File: config.mk
export PLATFORM = sky130hd
export DESIGN_NAME = markup_strip_filter
export DESIGN_NICKNAME = d
export VERILOG_FILES = /design/src/msf_pkg.sv /design/src/msf_step.sv /design/src/msf_rsp_queue.sv /design/src/markup_strip_filter.sv
export SDC_FILE = /design/constraint.sdc
export NUM_CORES = 1
export LEC_CHECK = 0
export BUFFER_PORTS_ARGS = -buffer_cell sky130_fd_sc_hd__buf_2
export CORE_MARGIN = 2
export CORE_UTILIZATION = 54
export DETAILED_ROUTE_END_ITERATION = 12
export PLACE_DENSITY_LB_ADDON = 0.3
export SYNTH_ARGS = -nofsm -noshare
export SYNTH_HDL_FRONTEND = slang
export SYNTH_SLANG_ARGS = --single-unit
File: constraint.sdc
create_clock -name clock -period 3.4 [get_ports clock]
set_input_delay 0.17 -clock clock [delete_from_list [all_inputs] [get_ports clock]]
set_output_delay 0.17 -clock clock [all_outputs]
set_load 0.005 [all_outputs]
File: src/msf_pkg.sv
`timescale 1ns / 1ps
`default_nettype none
// ----------------------------------------------------------------------------
// msf_pkg: markup strip filter package
// transaction types, character codes and the single-byte decision function
// ----------------------------------------------------------------------------
package msf_pkg;

   localparam int QUEUE_DEPTH = 4;

   localparam logic [7:0] CHAR_LT    = 8'h3C;  // '<'
   localparam logic [7:0] CHAR_GT    = 8'h3E;  // '>'
   localparam logic [7:0] CHAR_AMP   = 8'h26;  // '&'
   localparam logic [7:0] CHAR_SEMI  = 8'h3B;  // ';'
   localparam logic [7:0] CHAR_LBR   = 8'h7B;  // '{'
   localparam logic [7:0] CHAR_RBR   = 8'h7D;  // '}'
   localparam logic [7:0] CHAR_COLON = 8'h3A;  // ':'

   typedef struct packed {
      logic [7:0] text_byte;
      logic       final_byte;
   } req_type;

   typedef struct packed {
      logic [7:0] kept_byte;
      logic       byte_valid;
      logic       end_of_text;
      logic       last_of_item;
   } rsp_type;

   typedef struct packed {
      logic tag;
      logic cloze;
      logic entity;
   } flags_type;

   typedef struct packed {
      flags_type flags;
      logic      keep;
   } single_type;

   // byte with no pair partner
   function automatic single_type treat_single(flags_type f, logic [7:0] c);
      single_type r;
      r.flags = f;
      r.keep  = 1'b0;
      case (c)
         CHAR_LT:   r.flags.tag    = 1'b1;
         CHAR_GT:   r.flags.tag    = 1'b0;
         CHAR_AMP:  r.flags.entity = 1'b1;
         CHAR_SEMI: r.flags.entity = 1'b0;
         default:   r.keep = !(f.tag || f.cloze || f.entity);
      endcase
      return r;
   endfunction

endpackage
`default_nettype wire

File: src/msf_step.sv
`timescale 1ns / 1ps
`default_nettype none
// ----------------------------------------------------------------------------
// msf_step: filter state and per-byte decision
// holds the markup flags and the pair candidate byte, and turns one request
// transaction into up to two response transactions
// ----------------------------------------------------------------------------
module msf_step (
   input  wire logic             clock,
   input  wire logic             reset,
   input  wire logic             accept,
   input  wire msf_pkg::req_type req,
   output msf_pkg::rsp_type      rsp0,
   output msf_pkg::rsp_type      rsp1,
   output logic [1:0]            push_count
);
   import msf_pkg::*;

   flags_type  flags_ff, flags_in;
   logic [7:0] held_char_ff, held_char_in;
   logic       held_valid_ff, held_valid_in;

   logic       pair_open, pair_close, pair_brace, paired;
   single_type held_res, fresh_res;
   flags_type  mid_flags;
   logic       keep_held, keep_fresh, candidate, hold;
   logic [7:0] c;
   logic       last;

   assign c    = req.text_byte;
   assign last = req.final_byte;

   assign pair_open  = held_valid_ff && held_char_ff == CHAR_LBR && c == CHAR_LBR;
   assign pair_close = held_valid_ff && held_char_ff == CHAR_COLON && c == CHAR_COLON
                       && flags_ff.cloze;
   assign pair_brace = held_valid_ff && held_char_ff == CHAR_RBR && c == CHAR_RBR;
   assign paired     = pair_open || pair_close || pair_brace;

   always_comb begin
      held_res  = treat_single(flags_ff, held_char_ff);
      keep_held = held_valid_ff && !paired && held_res.keep;
      mid_flags = (held_valid_ff && !paired) ? held_res.flags : flags_ff;
      candidate = c == CHAR_LBR || c == CHAR_RBR || (c == CHAR_COLON && mid_flags.cloze);
      hold      = !paired && candidate && !last;
      fresh_res = treat_single(mid_flags, c);
      keep_fresh = !paired && !hold && fresh_res.keep;
   end

   // next state
   always_comb begin
      flags_in      = flags_ff;
      held_char_in  = held_char_ff;
      held_valid_in = held_valid_ff;
      if (accept) begin
         if (paired) begin
            flags_in = flags_ff;
            if (pair_open)  flags_in.cloze = 1'b1;
            if (pair_close) flags_in.cloze = 1'b0;
         end else if (hold) begin
            flags_in = mid_flags;
         end else begin
            flags_in = fresh_res.flags;
         end
         held_valid_in = hold;
         held_char_in  = hold ? c : 8'h00;
         if (last) begin
            flags_in      = '0;
            held_valid_in = 1'b0;
            held_char_in  = 8'h00;
         end
      end
   end

   always_ff @(posedge clock) begin
      if (reset) begin
         flags_ff      <= '0;
         held_char_ff  <= 8'h00;
         held_valid_ff <= 1'b0;
      end else begin
         flags_ff      <= flags_in;
         held_char_ff  <= held_char_in;
         held_valid_ff <= held_valid_in;
      end
   end

   // response transactions
   always_comb begin
      rsp0 = '0;
      rsp1 = '0;
      push_count = 2'd0;
      if (accept) begin
         if (keep_held && keep_fresh) begin
            rsp0.kept_byte    = held_char_ff;
            rsp0.byte_valid   = 1'b1;
            rsp1.kept_byte    = c;
            rsp1.byte_valid   = 1'b1;
            rsp1.end_of_text  = last;
            rsp1.last_of_item = 1'b1;
            push_count = 2'd2;
         end else if (keep_held || keep_fresh) begin
            rsp0.kept_byte    = keep_held ? held_char_ff : c;
            rsp0.byte_valid   = 1'b1;
            rsp0.end_of_text  = last;
            rsp0.last_of_item = 1'b1;
            push_count = 2'd1;
         end else if (last) begin
            rsp0.end_of_text  = 1'b1;
            rsp0.last_of_item = 1'b1;
            push_count = 2'd1;
         end
      end
   end

endmodule
`default_nettype wire

File: src/msf_rsp_queue.sv
`timescale 1ns / 1ps
`default_nettype none
// ----------------------------------------------------------------------------
// msf_rsp_queue: response queue
// takes up to two transactions per cycle and, while rsp_stall is low, delivers one per cycle
// ----------------------------------------------------------------------------
module msf_rsp_queue #(
   parameter int DEPTH = msf_pkg::QUEUE_DEPTH
) (
   input  wire logic             clock,
   input  wire logic             reset,
   input  wire msf_pkg::rsp_type push0,
   input  wire msf_pkg::rsp_type push1,
   input  wire logic [1:0]       push_count,
   output logic                  full,
   output logic                  rsp_valid,
   input  wire logic             rsp_stall,
   output msf_pkg::rsp_type      rsp_data
);
   import msf_pkg::*;

   localparam int PW = (DEPTH > 1) ? $clog2(DEPTH) : 1;
   localparam int CW = $clog2(DEPTH + 1);

   rsp_type       mem_ff [DEPTH];
   logic [PW-1:0] wr_ptr_ff, wr_ptr_in, rd_ptr_ff, rd_ptr_in, wr_next;
   logic [CW-1:0] count_ff, count_in;
   logic          pop;

   function automatic logic [PW-1:0] bump(logic [PW-1:0] p);
      return (p == PW'(DEPTH - 1)) ? '0 : p + PW'(1);
   endfunction

   assign full      = count_ff > CW'(DEPTH - 2);
   assign rsp_valid = count_ff != '0;
   assign rsp_data  = mem_ff[rd_ptr_ff];
   assign pop       = rsp_valid && !rsp_stall;
   assign wr_next   = bump(wr_ptr_ff);

   always_comb begin
      wr_ptr_in = wr_ptr_ff;
      case (push_count)
         2'd1:    wr_ptr_in = wr_next;
         2'd2:    wr_ptr_in = bump(wr_next);
         default: wr_ptr_in = wr_ptr_ff;
      endcase
      rd_ptr_in = pop ? bump(rd_ptr_ff) : rd_ptr_ff;
      count_in  = count_ff + CW'(push_count) - CW'(pop);
   end

   always_ff @(posedge clock) begin
      if (reset) begin
         wr_ptr_ff <= '0;
         rd_ptr_ff <= '0;
         count_ff  <= '0;
      end else begin
         wr_ptr_ff <= wr_ptr_in;
         rd_ptr_ff <= rd_ptr_in;
         count_ff  <= count_in;
      end
   end

   always_ff @(posedge clock) begin
      if (push_count != 2'd0) mem_ff[wr_ptr_ff] <= push0;
      if (push_count == 2'd2) mem_ff[wr_next]   <= push1;
   end

endmodule
`default_nettype wire

File: src/markup_strip_filter.sv
`timescale 1ns / 1ps
`default_nettype none
// ----------------------------------------------------------------------------
// markup_strip_filter: streaming markup stripper
// Request channel (req_valid/req_stall/req_data) carries one text byte per
// transaction, final_byte marking the last byte of a string. Tag, entity and
// cloze prefix text is dropped and brace pairs are removed; each request
// gives zero, one or two response transactions on rsp_valid/rsp_stall/
// rsp_data, and the last byte of a string always gives at least one, with
// end_of_text set on the final one.
// Responses are registered in the response queue before they are presented.
// Throughput: one request per cycle while req_stall is low; a request that
// keeps two bytes gives two response transactions, absorbed by the response queue.
// req_stall rises from the queue fill level alone, when fewer than two free
// entries remain, so a stalled receiver backs up into the request side after
// the queue fills.
// Reset clears the markup flags, the held pair byte and the queue.
// ----------------------------------------------------------------------------
module markup_strip_filter #(
   parameter int QUEUE_DEPTH = msf_pkg::QUEUE_DEPTH
) (
   input  wire logic             clock,
   input  wire logic             reset,
   input  wire logic             req_valid,
   output logic                  req_stall,
   input  wire msf_pkg::req_type req_data,
   output logic                  rsp_valid,
   input  wire logic             rsp_stall,
   output msf_pkg::rsp_type      rsp_data
);
   import msf_pkg::*;

   logic       accept;
   rsp_type    rsp0, rsp1;
   logic [1:0] push_count;
   logic       full;

   assign req_stall = full;
   assign accept    = req_valid && !full;

   msf_step u_step (
      .clock      (clock),
      .reset      (reset),
      .accept     (accept),
      .req        (req_data),
      .rsp0       (rsp0),
      .rsp1       (rsp1),
      .push_count (push_count)
   );

   msf_rsp_queue #(
      .DEPTH (QUEUE_DEPTH)
   ) u_queue (
      .clock      (clock),
      .reset      (reset),
      .push0      (rsp0),
      .push1      (rsp1),
      .push_count (push_count),
      .full       (full),
      .rsp_valid  (rsp_valid),
      .rsp_stall  (rsp_stall),
      .rsp_data   (rsp_data)
   );

endmodule
`default_nettype wire

# Word-level counts from Yosys, hierarchy flattened
# Memory sizes are Yosys's and may differ from the RTL's. A register that Yosys moved wholly into a read port is not among the register bits.
# Cells that the tools add are included.
# Widths: inputs -> output; s select.
word_totals:
  n_memories: 1
  out_inout_bits: 13
  input_bits: 13
  register_bits: 19
  word_cells: 114
  ram_bits: 44
mem_list:
  columns: ["name", "depth", "word_bits", "rd", "rd_ports_with_merged_regs", "write_ports", "line_no", "source"]
  rows:
  - ["u_queue.mem_ff", 4, 11, 1, 1, 2, "msf_rsp_queue.sv:25", "rsp_type mem_ff [DEPTH];"]
classes:
  n_lt_le_gt_ge: 1
  n_mux: 38
  n_eq_ne: 21
  reduce_logical: 40
  n_addsub: 5
ops:
  columns: ["op", "n"]
  rows:
  - ["$eq 8x6->1 const B", 10]
  - ["$mux 11", 3]
  - ["$eq 8x7->1 const B", 4]
  - ["$mux 8", 3]
  - ["$mux 2", 10]
  - ["$mux 9", 2]
  - ["$logic_and 1x1->1", 17]
  - ["$mux 3", 4]
  - ["$mux 1", 11]
  - ["$logic_or 1x1->1", 9]
  - ["$eq 2x2->1 const B", 4]
  - ["$pmux 1 s2", 4]
  - ["$reduce_or 4->1", 2]
  - ["$logic_not 1->1", 7]
  - ["$add 2x1->2 const B", 3]
  - ["$ne 4x2->1 const B", 1]
  - ["$pmux 2 s2", 1]
  - ["$reduce_and 2->1", 2]
  - ["$reduce_bool 2->1", 2]
  - ["$add 3x2->3", 1]
  - ["$gt 3x2->1 const B", 1]
  - ["$reduce_bool 3->1", 1]
  - ["$sub 3x1->3", 1]
  - ["$eq 2x1->1 const B", 1]
  - ["$ne 2x2->1 const B", 1]

# Longest topological paths before layout
depth:
  ltp_word: 23
  mapped_depth: 15
  depth_no_buf: 13

# By module
# From an unflattened synthesis, not the netlist that was laid out.
unflattened:
  cells_unflattened: 316
  hier_area_um2: 3778.6
modules_own_cells:
  columns: ["module", "area_per_inst_um2", "seq_area_each_um2", "cells_per_inst", "instances"]
  rows:
  - ["msf_rsp_queue", 2706.3, 1501.4, 175, 1]
  - ["msf_step", 1058.5, 240.2, 140, 1]
  - ["markup_strip_filter", 13.8, 0.0, 1, 1]

# Least setup slack after synthesis
# Ideal clock, no wire load.
synth_timing:
  kind: "register to register"
  start: "register u_step.held_char_ff[6]"
  end: "memory u_queue.mem_ff[2][0] (netlist bit), enable pin"
  setup_slack_ps: -142
  path_stages_with_launch: 10
  n_path_buf: 1
  arrival_ps: 3148
  path_cell_list: "dfxtp_1 and4b_4 nand3_2 mux2i_2 nor4b_2 nor3_1 or4_4 buf_6 ha_1 o21ai_0"
synth_rtl:
  columns: ["item", "line_no", "source"]
  rows:
  - ["from (decl)", "msf_step.sv:20", "logic [7:0] held_char_ff, held_char_in;"]
  - ["from (signal assigned)", "msf_step.sv:81", "held_char_ff <= held_char_in;"]
  - ["to (decl)", "msf_rsp_queue.sv:25", null]

# Worst setup path after layout
layout_timing:
  start: "register u_step.held_char_ff[6]"
  end: "register u_queue.count_ff[2]"
layout_between:
  elab_chain_len: 20
layout_lines:
  columns: ["item", "line_no", "source"]
  rows:
  - ["$eq 8x6->1", "msf_step.sv:34", "assign pair_close = held_valid_ff && held_char_ff == CHAR_COLON && c == CHAR_COLON"]
  - ["$logic_and 1x1->1 (2 in series)", "msf_step.sv:34", null]
  - ["$logic_and 1x1->1", "msf_step.sv:35", "&& flags_ff.cloze;"]
  - ["$logic_or 1x1->1 (2 in series)", "msf_step.sv:37", "assign paired = pair_open || pair_close || pair_brace;"]
  - ["$logic_not 1->1", null, null]
  - ["$logic_and 1x1->1", "msf_step.sv:41, msf_step.sv:42", null]
  - ["$mux 3", "msf_step.sv:42", "mid_flags = (held_valid_ff && !paired) ? held_res.flags : flags_ff;"]
  - ["$logic_or 1x1->1 (2 in series)", "msf_pkg.sv:52", "default: r.keep = !(f.tag || f.cloze || f.entity);"]
  - ["$logic_not 1->1", "msf_pkg.sv:52", null]
  - ["$mux 1", "msf_pkg.sv:47", "case (c)"]
  - ["$logic_and 1x1->1", "msf_step.sv:46", "keep_fresh = !paired && !hold && fresh_res.keep;"]
  - ["$logic_or 1x1->1", "msf_step.sv:100", "end else if (keep_held || keep_fresh) begin"]
  - ["$mux 1", "msf_step.sv:100", null]
  - ["$mux 2 (*)", "msf_step.sv:92", "if (keep_held && keep_fresh) begin"]
  - ["$mux 2 (*)", "msf_step.sv:91", "if (accept) begin"]
  - ["$add 3x2->3 (*)", "msf_rsp_queue.sv:48", "count_in = count_ff + CW'(push_count) - CW'(pop);"]
  - ["$sub 3x1->3 (*)", "msf_rsp_queue.sv:48", null]
  - ["to (signal assigned)", "msf_rsp_queue.sv:59", "count_ff <= count_in;"]
  - ["to (decl)", "msf_rsp_queue.sv:27", "logic [CW-1:0] count_ff, count_in;"]
# Every way passes the cells marked *; elsewhere a longest branch is shown, timed or not.
# A chain may end at the register's enable or synchronous reset.

==> results <==
- The flow ran to the end, and the final reports show no timing, DRC or antenna violations.
- CTS built an H-tree with a depth of 3.
- Hold repair after CTS inserted 0 buffers.
- Clock-pin slew was measured on the worst setup and hold paths at roughly 70 ps.
- At the pin with the least slew margin, the transition time is 777 ps.
- The commonest cells after synthesis are sky130_fd_sc_hd__edfxtp_1, sky130_fd_sc_hd__o2bb2ai_1, sky130_fd_sc_hd__nand2_1.
- The final hold violation count is 0.
- Summed over all layers, the global routing overflow is 0.
- The placement row count is 29.
- Synthesis handed over a netlist of 304 instances.
- The critical path launch point type is a register.
- The routed length per instance is between 15 and 20 um.
- The share of synthesized area in the top cell type comes to 0.363.
- The share of the Yosys chip area taken by registers is 0.479.
- The type of the worst setup path is register to register.
- Entering global routing, the biggest net connects 20 pins.
- Setup violations remaining at the end of the flow were counted as 0.
- The total of buffers placed on input and output ports is 25.
- The congestion estimate from routability-driven global placement came to 0.927.
- The synthesized area per cell is around 12 um^2.
- The number of nets handed over by synthesis was 330.
- The highest net fanout along the worst path is 4.
- After detailed routing, the number of remaining DRC violations is 0.
- Of the total power, the share spent switching nets is 0.290.
- TritonCTS built the clock tree.
- In this run the horizontal extent of the chip is ~86 um.
- The number of clock buffers inserted by TritonCTS is 9.
- The share of total power dissipated in combinational logic is 0.260.
- The type of the tightest min-delay check is primary input to register.
- IR analysis of the VDD net gives a maximum drop of 0.383 mV.
- The count of flip-flops with a built-in enable after synthesis is 44.
- After the last flow step, the layout net total stands at 370.
- In the final layout, the share of cells above drive strength 1 is 0.298.
- The clock arrives with 6.81 ps of skew.
- The share of the clock period used by the worst path is 0.939.
- The shortest clock period the worst path allows after layout is 3190 ps.
- The floorplan step defined a die boundary enclosing 0.00741 mm^2.
- In the post-synthesis netlist, the biggest area contributors are sky130_fd_sc_hd__edfxtp_1, sky130_fd_sc_hd__dfxtp_1, sky130_fd_sc_hd__mux4_2.
- From synthesis to final layout, the design area changed by 15.0%.
- The detailed-route vias per instance is between 6 and 7.
- The cell internal power dissipation is about 1.7 mW.
- At the end of the flow the core is filled with cells to 0.651.
- The total detailed-routing wirelength is 8.19 mm.
- Static timing analysis puts the maximum clock frequency at 0.313 GHz.
- The post-synthesis instance area is approximately 0.0036 mm^2.
- The total iterations of the first detailed-routing run is 5.
- For the worst-skew pair, the clock arrives at the later sink with an insertion delay of 350 ps.
- The ratio of total power to cell area is 569 mW/mm^2.
- STA puts the critical path data required time at 3630 ps.
- The placed wire-length estimate is 5.90 mm.
- The worst setup path is captured at a register.
- The number of antenna diodes in the final layout is 0.
- The worst endpoint data arrival time is 3430 ps.
- The via count of the first global-routing pass was 2,571.
- Setup repair after global routing left no endpoint under its margin.
- The fill cell total of the finished layout is 493.
- The chip height is about 86 um.
- The first global-routing pass estimated 13.5 mm of wire.
- The final sum of negative setup slack is 0 ps.
- The count of clock tree sinks is 65.
- In this run the tightest slew margin relative to its limit is 0.481.
- sky130_fd_sc_hd__edfxtp_1 is the most common cell in the netlist.
- The share of total power dissipated in sequential elements is 0.436.
- The switching power summed over all nets is 0.690 mW.
- The area of the placeable core is roughly 0.0064 mm^2.
- The global routing usage summed across all routing layers is 0.241.
- During I/O placement, the number of pins put on the boundary was 26.
- The synthesized design spends more area on one cell type than any other, namely sky130_fd_sc_hd__edfxtp_1.
- For this run, asynchronously set or reset flops after synthesis account for 0.
- The cell leakage power is between 1.5 and 2 nW.
- The initial cell density of the core is 0.567.
- Counting along the longest clock path gives a buffer depth of 2.
- In this run, synthesis produced a sequential element count of 65.
- On the final layout, the worst hold slack is 199 ps.
- The count of maximum capacitance violations is 0.
- The cell sitting at the root of the clock tree is a sky130_fd_sc_hd__clkbuf_8.
- The initial antenna violation count came to 0.
- The number of different library cells in the post-synthesis netlist is 63.
- The via count is 2,634.
- The number of slew-limit violations in the final report is 0.
- For this run, the number of Yosys warnings is 0.
- The initial DRC count is 253.
- The power share of the clock group is 0.304.
- The count of antenna-violating nets left after detailed routing is 0.
- Among all flip-flop cells after synthesis, the most frequent one is sky130_fd_sc_hd__edfxtp_1.
placed cells by master, fill, tap and decap left out, types with 6 or more instances in the layout:
| cell | n |
|---|---|
| sky130_fd_sc_hd__o2bb2ai_1 | 28 |
| sky130_fd_sc_hd__nor3_1 | 7 |
| sky130_fd_sc_hd__nor2b_1 | 6 |
| sky130_fd_sc_hd__dfxtp_1 | 16 |
| sky130_fd_sc_hd__nor2_1 | 16 |
| sky130_fd_sc_hd__buf_4 | 20 |
| sky130_fd_sc_hd__ha_1 | 12 |
| sky130_fd_sc_hd__inv_1 | 15 |
| sky130_fd_sc_hd__a21oi_1 | 11 |
| sky130_fd_sc_hd__mux4_2 | 11 |
| sky130_fd_sc_hd__edfxtp_1 | 44 |
| sky130_fd_sc_hd__buf_2 | 25 |
| sky130_fd_sc_hd__clkbuf_8 | 9 |
| sky130_fd_sc_hd__nand2_1 | 24 |
| sky130_fd_sc_hd__nand3_1 | 6 |
area by class of cell:
| type | count | area (um^2) | share of cell area |
|---|---|---|---|
| inverter | 15 | 56.3 | 0.0135 |
| sequential | 65 | 1750 | 0.418 |
| timing repair buffer | 45 | 275 | 0.0658 |
| clock inverter | 7 | 93.8 | 0.0224 |
| clock buffer | 9 | 124 | 0.0296 |
| tap | 77 | 96.3 | 0.0230 |
| multi-input combinational | 208 | 1790 | 0.428 |
state kept, by name (all words and copies together) (netlist names), named ones only:
register	count
u_queue.mem_ff	44
u_queue.wr_ptr_ff	2
u_queue.count_ff	3
u_step.held_char_ff	8
u_step.held_valid_ff	1
u_queue.rd_ptr_ff	2
u_step.flags_ff	3
per-layer routing:
layer,GRT usage,wire length (um)
met1,0.333,3710
met2,0.371,3870
met3,0.0654,479
met4,0.0794,127
met5,0,0
logic make-up after synthesis:
| group | share of synthesized area |
|---|---|
| flip-flops | 0.479 |
| buffers and inverters | 0.0399 |
| XOR/XNOR | 0.00482 |
| AO/OA/AOI/OAI | 0.162 |
| multiplexers | 0.0801 |
| adder cells (fa/ha/maj) | 0.0468 |
| AND/OR/NAND/NOR | 0.188 |
per-stage QoR:
stage | instance area (um^2) | power (mW) | worst slack [ps] | cells
after CTS | 4160 | 2.39 | 1.03 | 426
after detailed placement | 3930 | 1.67 | -3.03 | 410
after global routing | 4180 | 2.51 | 15.0 | 426
after global placement | 3930 | 1.65 | 93.6 | 410
final | 4180 | 2.38 | 206 | 426
after floorplan | 3650 | 1.46 | -71.8 | 304
worst paths after layout:
kind / startpoint / to / slack [ps] / cells after the start
worst max-delay path: u_step.held_char_ff[6]$_SDFFE_PP0P_ / u_queue.count_ff[2]$_SDFF_PP0_ / 210 / 13
worst min register to register: u_step.held_char_ff[3]$_SDFFE_PP0P_ / u_step.held_char_ff[3]$_SDFFE_PP0P_ / 490 / 2
worst max register to register: u_step.held_char_ff[6]$_SDFFE_PP0P_ / u_queue.count_ff[2]$_SDFF_PP0_ / 210 / 13
worst min-delay path: reset / u_step.flags_ff[2]$_SDFFE_PP0P_ / 200 / 2
power by group through the flow:
stage	registers, mW	clock network (mW)	logic [mW]
floorplan	1.01	0	0.447
global placement	1.05	0	0.595
detailed placement	1.06	0	0.608
CTS	1.04	0.735	0.616
global route	1.05	0.770	0.689
finish	1.04	0.723	0.620
critical path, cell delays in order (launching register included):
cell and delay [ps]:
sky130_fd_sc_hd__dfxtp_1 330, sky130_fd_sc_hd__and4b_4 350, sky130_fd_sc_hd__nand3_2 110, sky130_fd_sc_hd__mux2i_4 230
sky130_fd_sc_hd__nor4b_4 240, sky130_fd_sc_hd__nor3_1 80, sky130_fd_sc_hd__or4_4 490, sky130_fd_sc_hd__ha_1 300
sky130_fd_sc_hd__inv_1 40, sky130_fd_sc_hd__ha_1 200, sky130_fd_sc_hd__fa_2 350, sky130_fd_sc_hd__xor2_2 150
sky130_fd_sc_hd__xnor2_1 140, sky130_fd_sc_hd__nor2_1 50
what timing repair did:
action | in CTS | in global routing
cloned | 0 | 0
pin swaps | 0 | 3
endpoints found under the setup margin | 1 | 1
setup buffers | 0 | 0
resized for setup | 1 | 10
Note: power is estimated with default switching activity, not from simulation.
